==> config.mk <==
export PLATFORM = sky130hd
export DESIGN_NAME = positional_list_insert_remove_find_unit_flat
export DESIGN_NICKNAME = d
export VERILOG_FILES = /design/src/design/plist_pkg.sv /design/src/design/plist_req_if.sv /design/src/design/plist_rsp_if.sv /design/src/design/plist_cell.sv /design/src/design/positional_list_insert_remove_find_unit.sv /design/src/flat_wrapper.sv
export SDC_FILE = /design/constraint.sdc
export NUM_CORES = 2
export LEC_CHECK = 0
export BUFFER_PORTS_ARGS = -buffer_cell sky130_fd_sc_hd__buf_2
export CORE_MARGIN = 5
export CORE_UTILIZATION = 35
export CTS_CLUSTER_SIZE = 8
export DETAILED_ROUTE_END_ITERATION = 8
export GPL_TIMING_DRIVEN = 1
export SLEW_MARGIN = 40
export SYNTH_ARGS = -nofsm -noshare
export SYNTH_HDL_FRONTEND = slang
export SYNTH_SLANG_ARGS = --single-unit
==> constraint.sdc <==
create_clock -name clk -period 11.4 [get_ports clk]
set_input_delay 0.57 -clock clk [delete_from_list [all_inputs] [get_ports clk]]
set_output_delay 0.57 -clock clk [all_outputs]
set_load 0.01 [all_outputs]
==> src/design/plist_pkg.sv <==
package plist_pkg;

    localparam int POS_BITS          = 4;
    localparam int COUNT_BITS        = 5;
    localparam int ELEM_W            = 64;
    localparam int DEPTH_DEFAULT     = 16;
    localparam int ELEM_BITS_DEFAULT = 64;

    typedef enum logic [1:0] {
        FUNC_INSERT = 2'd0,
        FUNC_REMOVE = 2'd1,
        FUNC_GET    = 2'd2,
        FUNC_FIND   = 2'd3
    } func_t;

    typedef struct packed {
        logic                shift_up;
        logic                shift_down;
        logic [POS_BITS-1:0] pos;
        logic [ELEM_W-1:0]   value;
    } cell_ctrl_t;

endpackage

==> src/design/plist_req_if.sv <==
interface plist_req_if;
    logic                          valid;
    logic                          ready;
    logic [1:0]                    func;
    logic [plist_pkg::POS_BITS-1:0] position;
    logic [plist_pkg::ELEM_W-1:0]   element_value;

    modport source (output valid, output func, output position, output element_value,
                    input ready);
    modport sink (input valid, input func, input position, input element_value,
                  output ready);
endinterface

==> src/design/plist_rsp_if.sv <==
interface plist_rsp_if;
    logic                             valid;
    logic                             ready;
    logic                             success;
    logic [plist_pkg::ELEM_W-1:0]     element_out;
    logic [plist_pkg::POS_BITS-1:0]   found_position;
    logic [plist_pkg::COUNT_BITS-1:0] entry_count;
    logic                             is_empty;
    logic                             is_full;

    modport source (output valid, output success, output element_out,
                    output found_position, output entry_count, output is_empty,
                    output is_full, input ready);
    modport sink (input valid, input success, input element_out, input found_position,
                  input entry_count, input is_empty, input is_full, output ready);
endinterface

==> src/design/plist_cell.sv <==
module plist_cell #(
    parameter int DEPTH        = plist_pkg::DEPTH_DEFAULT,
    parameter int ELEMENT_BITS = plist_pkg::ELEM_BITS_DEFAULT,
    parameter int INDEX        = 0
) (
    input  logic                    clk,
    input  plist_pkg::cell_ctrl_t   ctrl,
    input  logic [ELEMENT_BITS-1:0] left_data,
    input  logic [ELEMENT_BITS-1:0] right_data,
    output logic [ELEMENT_BITS-1:0] data,
    output logic                    hit
);
    import plist_pkg::*;

    localparam int IDX_W = (DEPTH > 1) ? $clog2(DEPTH) : 1;
    localparam int CMP_W = (IDX_W > POS_BITS) ? IDX_W : POS_BITS;

    logic [ELEMENT_BITS-1:0] data_reg;
    logic [ELEMENT_BITS-1:0] data_next;
    logic [CMP_W-1:0]        my_idx;
    logic [CMP_W-1:0]        pos_ext;

    assign my_idx  = CMP_W'(INDEX);
    assign pos_ext = CMP_W'(ctrl.pos);

    always_comb
    begin
        data_next = data_reg;
        if (ctrl.shift_up)
        begin
            if (my_idx == pos_ext)
                data_next = ctrl.value[ELEMENT_BITS-1:0];
            else if (my_idx > pos_ext)
                data_next = left_data;
        end
        else if (ctrl.shift_down && (my_idx >= pos_ext))
        begin
            data_next = right_data;
        end
    end

    always_ff @(posedge clk)
    begin
        data_reg <= data_next;
    end

    assign data = data_reg;
    assign hit  = (data_reg == ctrl.value[ELEMENT_BITS-1:0]);

endmodule

==> src/design/positional_list_insert_remove_find_unit.sv <==
// positional list unit: ordered list of up to DEPTH words in contiguous slots
// req channel (sink): func, position, element_value; one beat per operation
//   func insert, remove, get or find, see plist_pkg::func_t
// rsp channel (source): success, element_out, found_position, entry_count,
//   is_empty, is_full; exactly one beat per req beat, in order
// each slot is a cell of a shift chain; insert shifts the cells from the
// position up, remove shifts those above it down, all compare against the find word
// latency: the rsp beat is valid the cycle after the req beat is taken
// throughput: one op per cycle unless rsp stalls, set by the single result register
// a stalled rsp holds its beat and req.ready drops until the beat is taken;
// a new req beat is taken in the same cycle the held rsp beat leaves
// reset: list empty, no rsp beat pending; slot contents are not cleared
module positional_list_insert_remove_find_unit #(
    parameter int DEPTH        = plist_pkg::DEPTH_DEFAULT,
    parameter int ELEMENT_BITS = plist_pkg::ELEM_BITS_DEFAULT
) (
    input  logic        clk,
    input  logic        rst_n,
    plist_req_if.sink   req,
    plist_rsp_if.source rsp
);
    import plist_pkg::*;

    localparam int CNT_W = $clog2(DEPTH + 1);
    localparam int CMP_W = (CNT_W > POS_BITS) ? CNT_W : POS_BITS;

    logic [CNT_W-1:0]         count_reg;
    logic [CNT_W-1:0]         count_next;
    logic                     out_valid_reg;
    logic                     success_reg;
    logic                     success_next;
    logic [ELEM_W-1:0]        element_reg;
    logic [ELEM_W-1:0]        element_next;
    logic [POS_BITS-1:0]      found_reg;
    logic [POS_BITS-1:0]      found_next;

    logic                     accept;
    logic [CMP_W-1:0]         pos_ext;
    logic [CMP_W-1:0]         cnt_ext;
    logic                     insert_ok;
    logic                     in_range;
    cell_ctrl_t               ctrl;
    logic [ELEMENT_BITS-1:0]  cell_data [DEPTH];
    logic [DEPTH-1:0]         cell_hit;
    logic [DEPTH-1:0]         cell_valid;
    logic                     any_hit;
    logic [POS_BITS-1:0]      hit_idx;
    logic [ELEMENT_BITS-1:0]  get_data;

    assign req.ready = !out_valid_reg || rsp.ready;
    assign accept    = req.valid && req.ready;

    assign pos_ext   = CMP_W'(req.position);
    assign cnt_ext   = CMP_W'(count_reg);
    assign insert_ok = (count_reg < CNT_W'(DEPTH)) && (pos_ext <= cnt_ext);
    assign in_range  = pos_ext < cnt_ext;

    always_comb
    begin
        ctrl.shift_up   = accept && (req.func == FUNC_INSERT) && insert_ok;
        ctrl.shift_down = accept && (req.func == FUNC_REMOVE) && in_range;
        ctrl.pos        = req.position;
        ctrl.value      = req.element_value;
    end

    genvar g;
    generate
        for (g = 0; g < DEPTH; g++)
        begin : g_cell
            logic [ELEMENT_BITS-1:0] left_d;
            logic [ELEMENT_BITS-1:0] right_d;
            if (g == 0)
            begin : g_first
                assign left_d = '0;
            end
            else
            begin : g_mid_l
                assign left_d = cell_data[g-1];
            end
            if (g == DEPTH - 1)
            begin : g_last
                assign right_d = '0;
            end
            else
            begin : g_mid_r
                assign right_d = cell_data[g+1];
            end
            plist_cell #(
                .DEPTH        (DEPTH),
                .ELEMENT_BITS (ELEMENT_BITS),
                .INDEX        (g)
            ) u_cell (
                .clk        (clk),
                .ctrl       (ctrl),
                .left_data  (left_d),
                .right_data (right_d),
                .data       (cell_data[g]),
                .hit        (cell_hit[g])
            );
            assign cell_valid[g] = CMP_W'(g) < cnt_ext;
        end
    endgenerate

    // first matching slot
    always_comb
    begin
        any_hit = 1'b0;
        hit_idx = '0;
        for (int i = DEPTH - 1; i >= 0; i--)
        begin
            if (cell_hit[i] && cell_valid[i])
            begin
                any_hit = 1'b1;
                hit_idx = POS_BITS'(i);
            end
        end
    end

    always_comb
    begin
        get_data = '0;
        for (int i = 0; i < DEPTH; i++)
        begin
            if (CMP_W'(i) == pos_ext)
                get_data = get_data | cell_data[i];
        end
    end

    always_comb
    begin
        count_next   = count_reg;
        success_next = 1'b0;
        element_next = '0;
        found_next   = '0;
        case (req.func)
            FUNC_INSERT:
            begin
                success_next = insert_ok;
                if (insert_ok)
                    count_next = count_reg + 1'b1;
            end
            FUNC_REMOVE:
            begin
                success_next = in_range;
                if (in_range)
                    count_next = count_reg - 1'b1;
            end
            FUNC_GET:
            begin
                success_next = in_range;
                if (in_range)
                    element_next = ELEM_W'(get_data);
            end
            FUNC_FIND:
            begin
                success_next = any_hit;
                found_next   = hit_idx;
            end
            default:
            begin
                success_next = 1'b0;
            end
        endcase
    end

    always_ff @(posedge clk or negedge rst_n)
    begin
        if (!rst_n)
        begin
            count_reg     <= '0;
            out_valid_reg <= 1'b0;
        end
        else
        begin
            if (accept)
            begin
                count_reg     <= count_next;
                out_valid_reg <= 1'b1;
            end
            else if (rsp.ready)
            begin
                out_valid_reg <= 1'b0;
            end
        end
    end

    always_ff @(posedge clk)
    begin
        if (accept)
        begin
            success_reg <= success_next;
            element_reg <= element_next;
            found_reg   <= found_next;
        end
    end

    assign rsp.valid          = out_valid_reg;
    assign rsp.success        = success_reg;
    assign rsp.element_out    = element_reg;
    assign rsp.found_position = found_reg;
    assign rsp.entry_count    = COUNT_BITS'(count_reg);
    assign rsp.is_empty       = (count_reg == '0);
    assign rsp.is_full        = (count_reg == CNT_W'(DEPTH));

    a_count_bound: assert property (@(posedge clk) disable iff (!rst_n)
        count_reg <= CNT_W'(DEPTH))
        else $error("list count above depth");

    a_insert_grows: assert property (@(posedge clk) disable iff (!rst_n)
        ctrl.shift_up |=> count_reg == $past(count_reg) + 1'b1)
        else $error("insert did not grow the list");

    a_remove_shrinks: assert property (@(posedge clk) disable iff (!rst_n)
        ctrl.shift_down |=> count_reg == $past(count_reg) - 1'b1)
        else $error("remove did not shrink the list");

    a_beat_follows: assert property (@(posedge clk) disable iff (!rst_n)
        accept |=> rsp.valid)
        else $error("no rsp beat after req beat");

    a_count_steady: assert property (@(posedge clk) disable iff (!rst_n)
        !accept |=> $stable(count_reg))
        else $error("count changed without a req beat");

endmodule
==> src/flat_wrapper.sv <==
// flat-port wrapper written by rule: the top's interface ports become plain ports
module positional_list_insert_remove_find_unit_flat import plist_pkg::*;
#(
    parameter int DEPTH        = plist_pkg::DEPTH_DEFAULT,
    parameter int ELEMENT_BITS = plist_pkg::ELEM_BITS_DEFAULT
)
  (clk, rst_n, req_valid, req_func, req_position, req_element_value, req_ready, rsp_valid, rsp_success, rsp_element_out, rsp_found_position, rsp_entry_count, rsp_is_empty, rsp_is_full, rsp_ready);
  plist_req_if req_i ();
  plist_rsp_if rsp_i ();
  input  logic clk;
  input  logic rst_n;
  input wire logic [$bits(req_i.valid)-1:0] req_valid;
  input wire logic [$bits(req_i.func)-1:0] req_func;
  input wire logic [$bits(req_i.position)-1:0] req_position;
  input wire logic [$bits(req_i.element_value)-1:0] req_element_value;
  output wire logic [$bits(req_i.ready)-1:0] req_ready;
  output wire logic [$bits(rsp_i.valid)-1:0] rsp_valid;
  output wire logic [$bits(rsp_i.success)-1:0] rsp_success;
  output wire logic [$bits(rsp_i.element_out)-1:0] rsp_element_out;
  output wire logic [$bits(rsp_i.found_position)-1:0] rsp_found_position;
  output wire logic [$bits(rsp_i.entry_count)-1:0] rsp_entry_count;
  output wire logic [$bits(rsp_i.is_empty)-1:0] rsp_is_empty;
  output wire logic [$bits(rsp_i.is_full)-1:0] rsp_is_full;
  input wire logic [$bits(rsp_i.ready)-1:0] rsp_ready;
  assign req_i.valid = req_valid;
  assign req_i.func = req_func;
  assign req_i.position = req_position;
  assign req_i.element_value = req_element_value;
  assign req_ready = req_i.ready;
  assign rsp_valid = rsp_i.valid;
  assign rsp_success = rsp_i.success;
  assign rsp_element_out = rsp_i.element_out;
  assign rsp_found_position = rsp_i.found_position;
  assign rsp_entry_count = rsp_i.entry_count;
  assign rsp_is_empty = rsp_i.is_empty;
  assign rsp_is_full = rsp_i.is_full;
  assign rsp_i.ready = rsp_ready;
  positional_list_insert_remove_find_unit #(.DEPTH(DEPTH), .ELEMENT_BITS(ELEMENT_BITS)) u_core (.clk(clk), .rst_n(rst_n), .req(req_i), .rsp(rsp_i));
endmodule
; Word level (Yosys, flattened, before mapping)
; Cells that the tools add are included.
[word_totals]
inputBits = 74
register_bits = 1099
wordCells = 348
out_inout_bits = 78
[op_classes]
bitwise = 16
n_eq_ne = 53
mux = 117
reduce_logical = 85
magnitude_cmp = 51
n_addsub = 2
[ops]
columns = op, count
row1 = $mux W64, 80
row2 = $eq A64 B64 Y1, 16
row3 = $or A64 B64 Y64, 15
row4 = $ne A3 B3 Y1 const B, 16
row5 = $lt A4 B5 Y1 const A, 8
row6 = $logic_and A1 B1 Y1, 38
row7 = $reduce_bool A2 Y1, 18
row8 = $reduce_and A2 Y1, 17
row9 = $eq A4 B4 Y1 const A, 8
row10 = $ge A4 B4 Y1 const A, 8
row11 = $gt A4 B4 Y1 const A, 8
row12 = $mux W4, 8
row13 = $lt A3 B5 Y1 const A, 4
row14 = $mux W1, 19
row15 = $eq A3 B4 Y1 const A, 4
row16 = $ge A3 B4 Y1 const A, 4
row17 = $gt A3 B4 Y1 const A, 4
row18 = $mux W3, 4
row19 = $logic_not A5 Y1, 2
row20 = $lt A1 B5 Y1 const A, 2
row21 = $lt A2 B5 Y1 const A, 2
row22 = $mux W5, 2
row23 = $pmux W5 S2, 1
row24 = $reduce_or A9 Y1, 1
row25 = 26 further kinds, 35

; Longest topological paths before layout
[logic_depth]
ltp_word = 32
ltp_mapped = 17
ltp_nobuf = 13

; Hierarchy
; From an unflattened synthesis, not the netlist that was laid out.
[unflattened]
cells_unflattened = 6981
hier_area_um2 = 73669.4
[modules_own_cells]
columns = module, area_each_um2, n_inst, cells_each, seq_area_each_um2
row1 = plist_cell at u_core.g_cell[12].u_cell ..., 4032.6, 3, 366, 1921.8
row2 = positional_list_insert_remove_find_unit, 9522.9, 1, 1137, 2222.1
row3 = plist_cell at u_core.g_cell[2].u_cell, 4043.9, 1, 365, 1921.8
row4 = plist_cell at u_core.g_cell[10].u_cell, 4037.6, 1, 366, 1921.8
row5 = plist_cell at u_core.g_cell[1].u_cell, 4033.9, 1, 365, 1921.8
row6 = plist_cell at u_core.g_cell[5].u_cell, 4031.4, 1, 365, 1921.8
row7 = plist_cell at u_core.g_cell[3].u_cell, 4028.9, 1, 366, 1921.8
row8 = plist_cell at u_core.g_cell[4].u_cell, 4022.6, 1, 365, 1921.8
row9 = plist_cell at u_core.g_cell[8].u_cell, 4022.6, 1, 366, 1921.8
row10 = plist_cell at u_core.g_cell[0].u_cell, 4015.1, 1, 364, 1921.8
row11 = plist_cell at u_core.g_cell[14].u_cell, 3971.3, 1, 365, 1921.8
row12 = plist_cell at u_core.g_cell[13].u_cell, 3968.8, 1, 365, 1921.8
row13 = plist_cell at u_core.g_cell[11].u_cell, 3967.6, 1, 365, 1921.8
row14 = plist_cell at u_core.g_cell[7].u_cell, 3965.1, 1, 365, 1921.8
row15 = plist_cell at u_core.g_cell[15].u_cell, 3940.0, 1, 364, 1921.8

; Worst setup path after synthesis
; No wires, ideal clock.
[synth_path]
kind = in2reg
startpoint = in rsp_ready
endpoint = reg u_core.g_cell[2].u_cell.data_reg[0], enable pin
arrival_time_ns = 10.217
path_slack_ns = 0.605
setup_ns = 0.578
path_stages = 7
required_time_ns = 10.822
n_path_buf = 1
cell_sequence = nand2b_1 -> and2_0 -> a31oi_1 -> inv_1 -> nand2b_1 -> clkbuf_1 -> nor3b_1
[synth_between]
elab_chain_cells = 7
elab_cells_between_ends = 10
classes_between = 1 x eq/ne / 9 x reduce/logical
[synth_lines]
columns = element, line_no
row1 = "start, declared", flat_wrapper.sv:24  ; input wire logic [$bits(rsp_i.ready)-1:0] rsp_ready;
row2 = $logic_or A1 B1 Y1 (*), positional_list_insert_remove_find_unit.sv:50  ; assign req.ready = !out_valid_reg || rsp.ready;
row3 = $logic_and A1 B1 Y1 (*), positional_list_insert_remove_find_unit.sv:51  ; assign accept = req.valid && req.ready;
row4 = via u_core.accept, positional_list_insert_remove_find_unit.sv:37  ; logic accept;
row5 = $logic_and A1 B1 Y1 (2 in a row), positional_list_insert_remove_find_unit.sv:61  ; ctrl.shift_down = accept && (req.func == FUNC_REMOVE) && in_range;
row6 = $logic_and A1 B1 Y1, plist_cell.sv:36  ; else if (ctrl.shift_down && (my_idx >= pos_ext))
row7 = $reduce_bool A2 Y1 (no line), -
row8 = $reduce_and A2 Y1 (no line) (*), -
row9 = "end signal, assigned", plist_cell.sv:44  ; data_reg <= data_next;
row10 = "end, declared", plist_cell.sv:18  ; logic [ELEMENT_BITS-1:0] data_reg;
; Mark *: on every way through the listed nets, which the timed path passes. The rest lies on a longest branch.
; A chain may end at the register's enable or synchronous reset.

; Final worst setup path
[layout_path]
startpoint = reg u_core.count_reg[1], in the netlist u_core.rsp.entry_count[1]
endpoint = reg u_core.g_cell[3].u_cell.data_reg[15], enable pin
[layout_between]
elab_chain_cells = 5
elab_cells_between_ends = 10
classes_between = 3 x order compare / 1 x eq/ne / 6 x reduce/logical
[layout_lines]
columns = element, line_no
row1 = "start, declared", positional_list_insert_remove_find_unit.sv:27  ; logic [CNT_W-1:0] count_reg;
row2 = "start signal, assigned", positional_list_insert_remove_find_unit.sv:177  ; count_reg <= count_next;
row3 = "$lt A5 B5 Y1, or another cell as far along", positional_list_insert_remove_find_unit.sv:55  ; assign insert_ok = (count_reg < CNT_W'(DEPTH)) && (pos_ext <= cnt_ext);
row4 = $logic_and A1 B1 Y1 (on tied branches), "positional_list_insert_remove_find_unit.sv:55, positional_list_insert_remove_find_unit.sv:61"
row5 = $logic_and A1 B1 Y1 (on tied branches), "positional_list_insert_remove_find_unit.sv:60, plist_cell.sv:36"
row6 = $ne A3 B3 Y1 (no line) / $reduce_bool A2 Y1 (equally long branches), -
row7 = $reduce_and A2 Y1 (no line) (*), -
row8 = "end signal, assigned", plist_cell.sv:44
row9 = "end, declared", plist_cell.sv:18
; Every way passes the cells marked *; elsewhere a longest branch is shown, timed or not.

==> run_results.csv <==
group,metric,value,unit
status,outcome,"completed",
synth,synth_area_leaders,"edfxtp_1, mux2i_1, o21ai_0, xnor2_1, nand2_1",
synth,seq_area_frac_synth,0.459,
sta,fmax,153,MHz
drt,dr_total_vias,65800,
sta,rsz0062_at_grt,"false",
synth,synth_fa_ha_area_frac,0.00209,
die,ios,152,
die,fp.dieW,463,um
synth,syn_inst,7239,
power_and_ir_drop,clock_power_share,0.363,
cells_and_area,nFillCells,20100,
die,core-area,0.204,mm^2
global_routing,grt_pass1_vias,57800,
placement,gp_congestion,1.17,
drt,route.detailed.drc,0,
synth,syn-num-nets,7325,
synth,synth_top_area_cell,"edfxtp_1",
global_routing,antenna_found_initial,79,
global_routing,grtUsageTotal,0.396,
clocking,cts-root-buf,"clkbuf_16",
power_and_ir_drop,switching_share,0.357,
worst_setup_path,path_delay_family,"buffers and inverters",
clocking,h-tree-depth,4,
worst_setup_path,critPathRequiredTime,11.86,ns
placement,placedCellCount,9564,
synth,ys_types,57,
job,maxCapViolations,0,
synth,synth_top_family_by_area,"compound AO/OA/AOI/OAI gates",
drt,ant_nets,0,
clocking,holdBufCountCts,3,
worst_setup_path,worst_setup_path_start_kind,"flip-flop",
cells_and_area,final_nets,7126,
clocking,cts_setup_buffers,0,
cells_and_area,drive_above_1_share,0.104,
clocking,clkTransAtPathRegs,0.06,ns
power_and_ir_drop,seq_power_share,0.421,
worst_setup_path,crit_type,"reg -> reg",
worst_setup_path,cp_slowest_cell,"buf_4",
power_and_ir_drop,combPwrFrac,0.216,
sta,period_needed,6.55,ns
hold_path,hold_class,"in -> async",
drt,detail_route.iter0.violations,12700,
worst_setup_path,critPathCaptureType,"flip-flop",
drt,wl_per_cell,45.3,um
cells_and_area,area_delta_synth_final,12.6,%
synth,synth_xor_area_frac,0.118,
clocking,cts_resized,0,
drt,drt_first_pass_iters,7,
sta,relSlewSlack,0.232,
synth,ys.flop_type,"edfxtp_1",
sta,post-route-period-util,0.575,
sta,worst_slew_pin_slew,1.14,ns
synth,synth_area,0.0718,mm^2
synth,async_flop_share,0.00546,
synth,yosys.area_share.simple,0.118,
power_and_ir_drop,p_leak,0.0271,uW
clocking,cts_buffer_depth,3,
cells_and_area,fin_cells,9814,
sta,setup_tns,0,ns
worst_setup_path,cp_data_arrival_time,7.01,ns
power_and_ir_drop,p_int,7950,uW
die,start_util,0.351,
cells_and_area,largest_reg_flops,1024,
power_and_ir_drop,switching_power,4420,uW
global_routing,grt_pass1_wl,575000,um
worst_setup_path,cp_common_cell,"buf_4",
drt,drt-total-wl,445000,um
placement,dp_hpwl,323000,um
synth,synth_top_cell_area_share,0.457,
synth,synth-seq-cells,1099,
global_routing,overflow,0,
worst_setup_path,slowest_delay,0.75,ns
power_and_ir_drop,peakVddDrop,0.159,mV
worst_setup_path,worst-path-buf-inv,5,
die,fp-row-count,166,
synth,synth-compound-area-share,0.131,
clocking,cts_made_buffers,158,
worst_setup_path,critPathMaxFanout,35,
clocking,cts_tree,"yes",
power_and_ir_drop,p_per_area,153,mW/mm^2
sta,finalClockSkew,0.0418,ns
power_and_ir_drop,p_total,12400,uW
placement,portBuffers,151,
cells_and_area,post-route-util,0.395,
global_routing,grt_max_degree,194,
clocking,clock-sinks,1099,
worst_setup_path,crit_path_cell_trace,"inv_1, ha_1, nor2b_1, o21ai_0, nand2b_1, a21oi_1, a41oi_1, nor2_1, and3_4, a31oi_1, buf_4, inv_4, nand2b_1, nor2_4, buf_4, buf_4",
sta,finalHoldViolCount,0,
synth,synth_area_per_cell,9.91,um^2
drt,routed_via_density,6.71,
synth,synth_edf_count,1093,
sta,final-setup-viol-count,0,
synth,yosysWarnings,0,
die,dieArea,0.214,mm^2
synth,synthMuxAreaShare,0.125,
sta,final_max_slew_viol_count,0,
clocking,clkLatencyLatePin,0.86,ns
die,die_h,463,um
-- worst register-to-register path, delay by kind of cell (launching register included) --
| kind | cells | cell delay, ns |
|---|---|---|
| DFF | 1 | 0.54 |
| buffers and inverters | 5 | 2.49 |
| adders and majority gates | 1 | 0.35 |
| and+or+nand+nor | 6 | 2.07 |
| AOI/OAI and AO/OA | 4 | 0.55 |
-- metal layers --
metal,up-vias,part of all wire,GRT usage
met5,-,0.00083,0.00334
met4,44,0.083,0.266
met3,1258,0.14,0.162
met2,5897,0.40,0.553
met1,32700,0.37,0.499
li1,25900,-,-
-- cell families after synthesis --
logic type,count (synthesis)
compound gates,1578
xor+xnor,970
fa+ha+maj,12
buf+inv,785
flops,1099
mux,896
simple gates,1899
-- per-stage QoR --
step	area, um^2	setup WS (ns)	hold WS (ns)
floorplan	71800	0.605	0.274
global placement	74800	4.52	0.406
detailed placement	76100	4.84	0.408
CTS	80400	4.93	0.0305
global route	80700	4.73	0.0930
finish	80800	4.85	0.0659
-- cell type report --
cell class                 count  area (um^2)  area share
multi-input combinational   5355        37000       0.458
sequential                  1099        33000       0.408
inverter                      62          243     0.00301
antenna                       48          120     0.00149
tap                         2688         3360      0.0416
clock inverter                20          297     0.00367
timing repair buffer         364         2770      0.0343
clock buffer                 178         4040      0.0500
-- power by group through the flow --
stage | sequential, uW | clock, uW | combinational [uW]
after floorplan | 5090 | 0 | 1220
after global placement | 5250 | 0 | 2450
after detailed placement | 5260 | 0 | 2510
after CTS | 5180 | 4500 | 2520
after global routing | 5200 | 4660 | 2670
final | 5210 | 4490 | 2670
-- cell usage after synthesis, types with 10 or more instances --
library cell / number
nand2_1: 1175
edfxtp_1: 1093
o21ai_0: 903
mux2i_1: 896
xnor2_1: 513
a22oi_1: 506
clkbuf_1: 457
xor2_1: 457
nand4_1: 286
buf_2: 220
nor2_1: 154
nor4_1: 147
a21oi_1: 86
nand3_1: 80
inv_1: 59
buf_1: 33
nor3_1: 24
o22ai_1: 18
o2bb2ai_1: 13
a22o_1: 12
ha_1: 12
a221oi_1: 10
-- placed cells by master (no fill, tap or decap), types with 9 or more instances in the layout --
| cell | count |
|---|---|
| nand2b_1 | 9 |
| nor4_1 | 114 |
| a21oi_1 | 84 |
| a22o_1 | 12 |
| buf_6 | 17 |
| a22oi_1 | 506 |
| xor2_1 | 406 |
| nor4_2 | 26 |
| xnor2_1 | 451 |
| a221oi_1 | 10 |
| buf_4 | 182 |
| o21ai_0 | 903 |
| buf_2 | 138 |
| diode_2 | 48 |
| nor2_1 | 135 |
| nand4_1 | 286 |
| nor4_4 | 9 |
| nor2_4 | 15 |
| mux2i_1 | 896 |
| clkbuf_16 | 158 |
| inv_1 | 55 |
| nand2_1 | 1174 |
| nor3_1 | 17 |
| buf_12 | 14 |
| nand3_1 | 79 |
| ha_1 | 12 |
| o2bb2ai_1 | 11 |
| clkbuf_1 | 19 |
| edfxtp_1 | 1093 |
| xnor2_2 | 61 |
| o22ai_1 | 18 |
| xor2_2 | 48 |
-- path summary, 6_finish.rpt --
path	to	depth (start not counted)	from	slack [ns]
setup / recovery	u_core.g_cell[3].u_cell.data[15]	16	u_core.rsp.entry_count[1]	4.85
hold / removal	u_core.rsp.entry_count[0]	2	rst_n	0.07
setup reg to reg	u_core.g_cell[3].u_cell.data[15]	16	u_core.rsp.entry_count[1]	4.85
hold reg to reg	u_core.g_cell[14].u_cell.data[9]	2	u_core.g_cell[15].u_cell.data[9]	0.62
max in group asynchronous	u_core.rsp.entry_count[2]	2	rst_n	11.17
min in group clk	u_core.rsp.success	4	req_func[1]	0.32
Note: power is estimated with default switching activity, not from simulation.
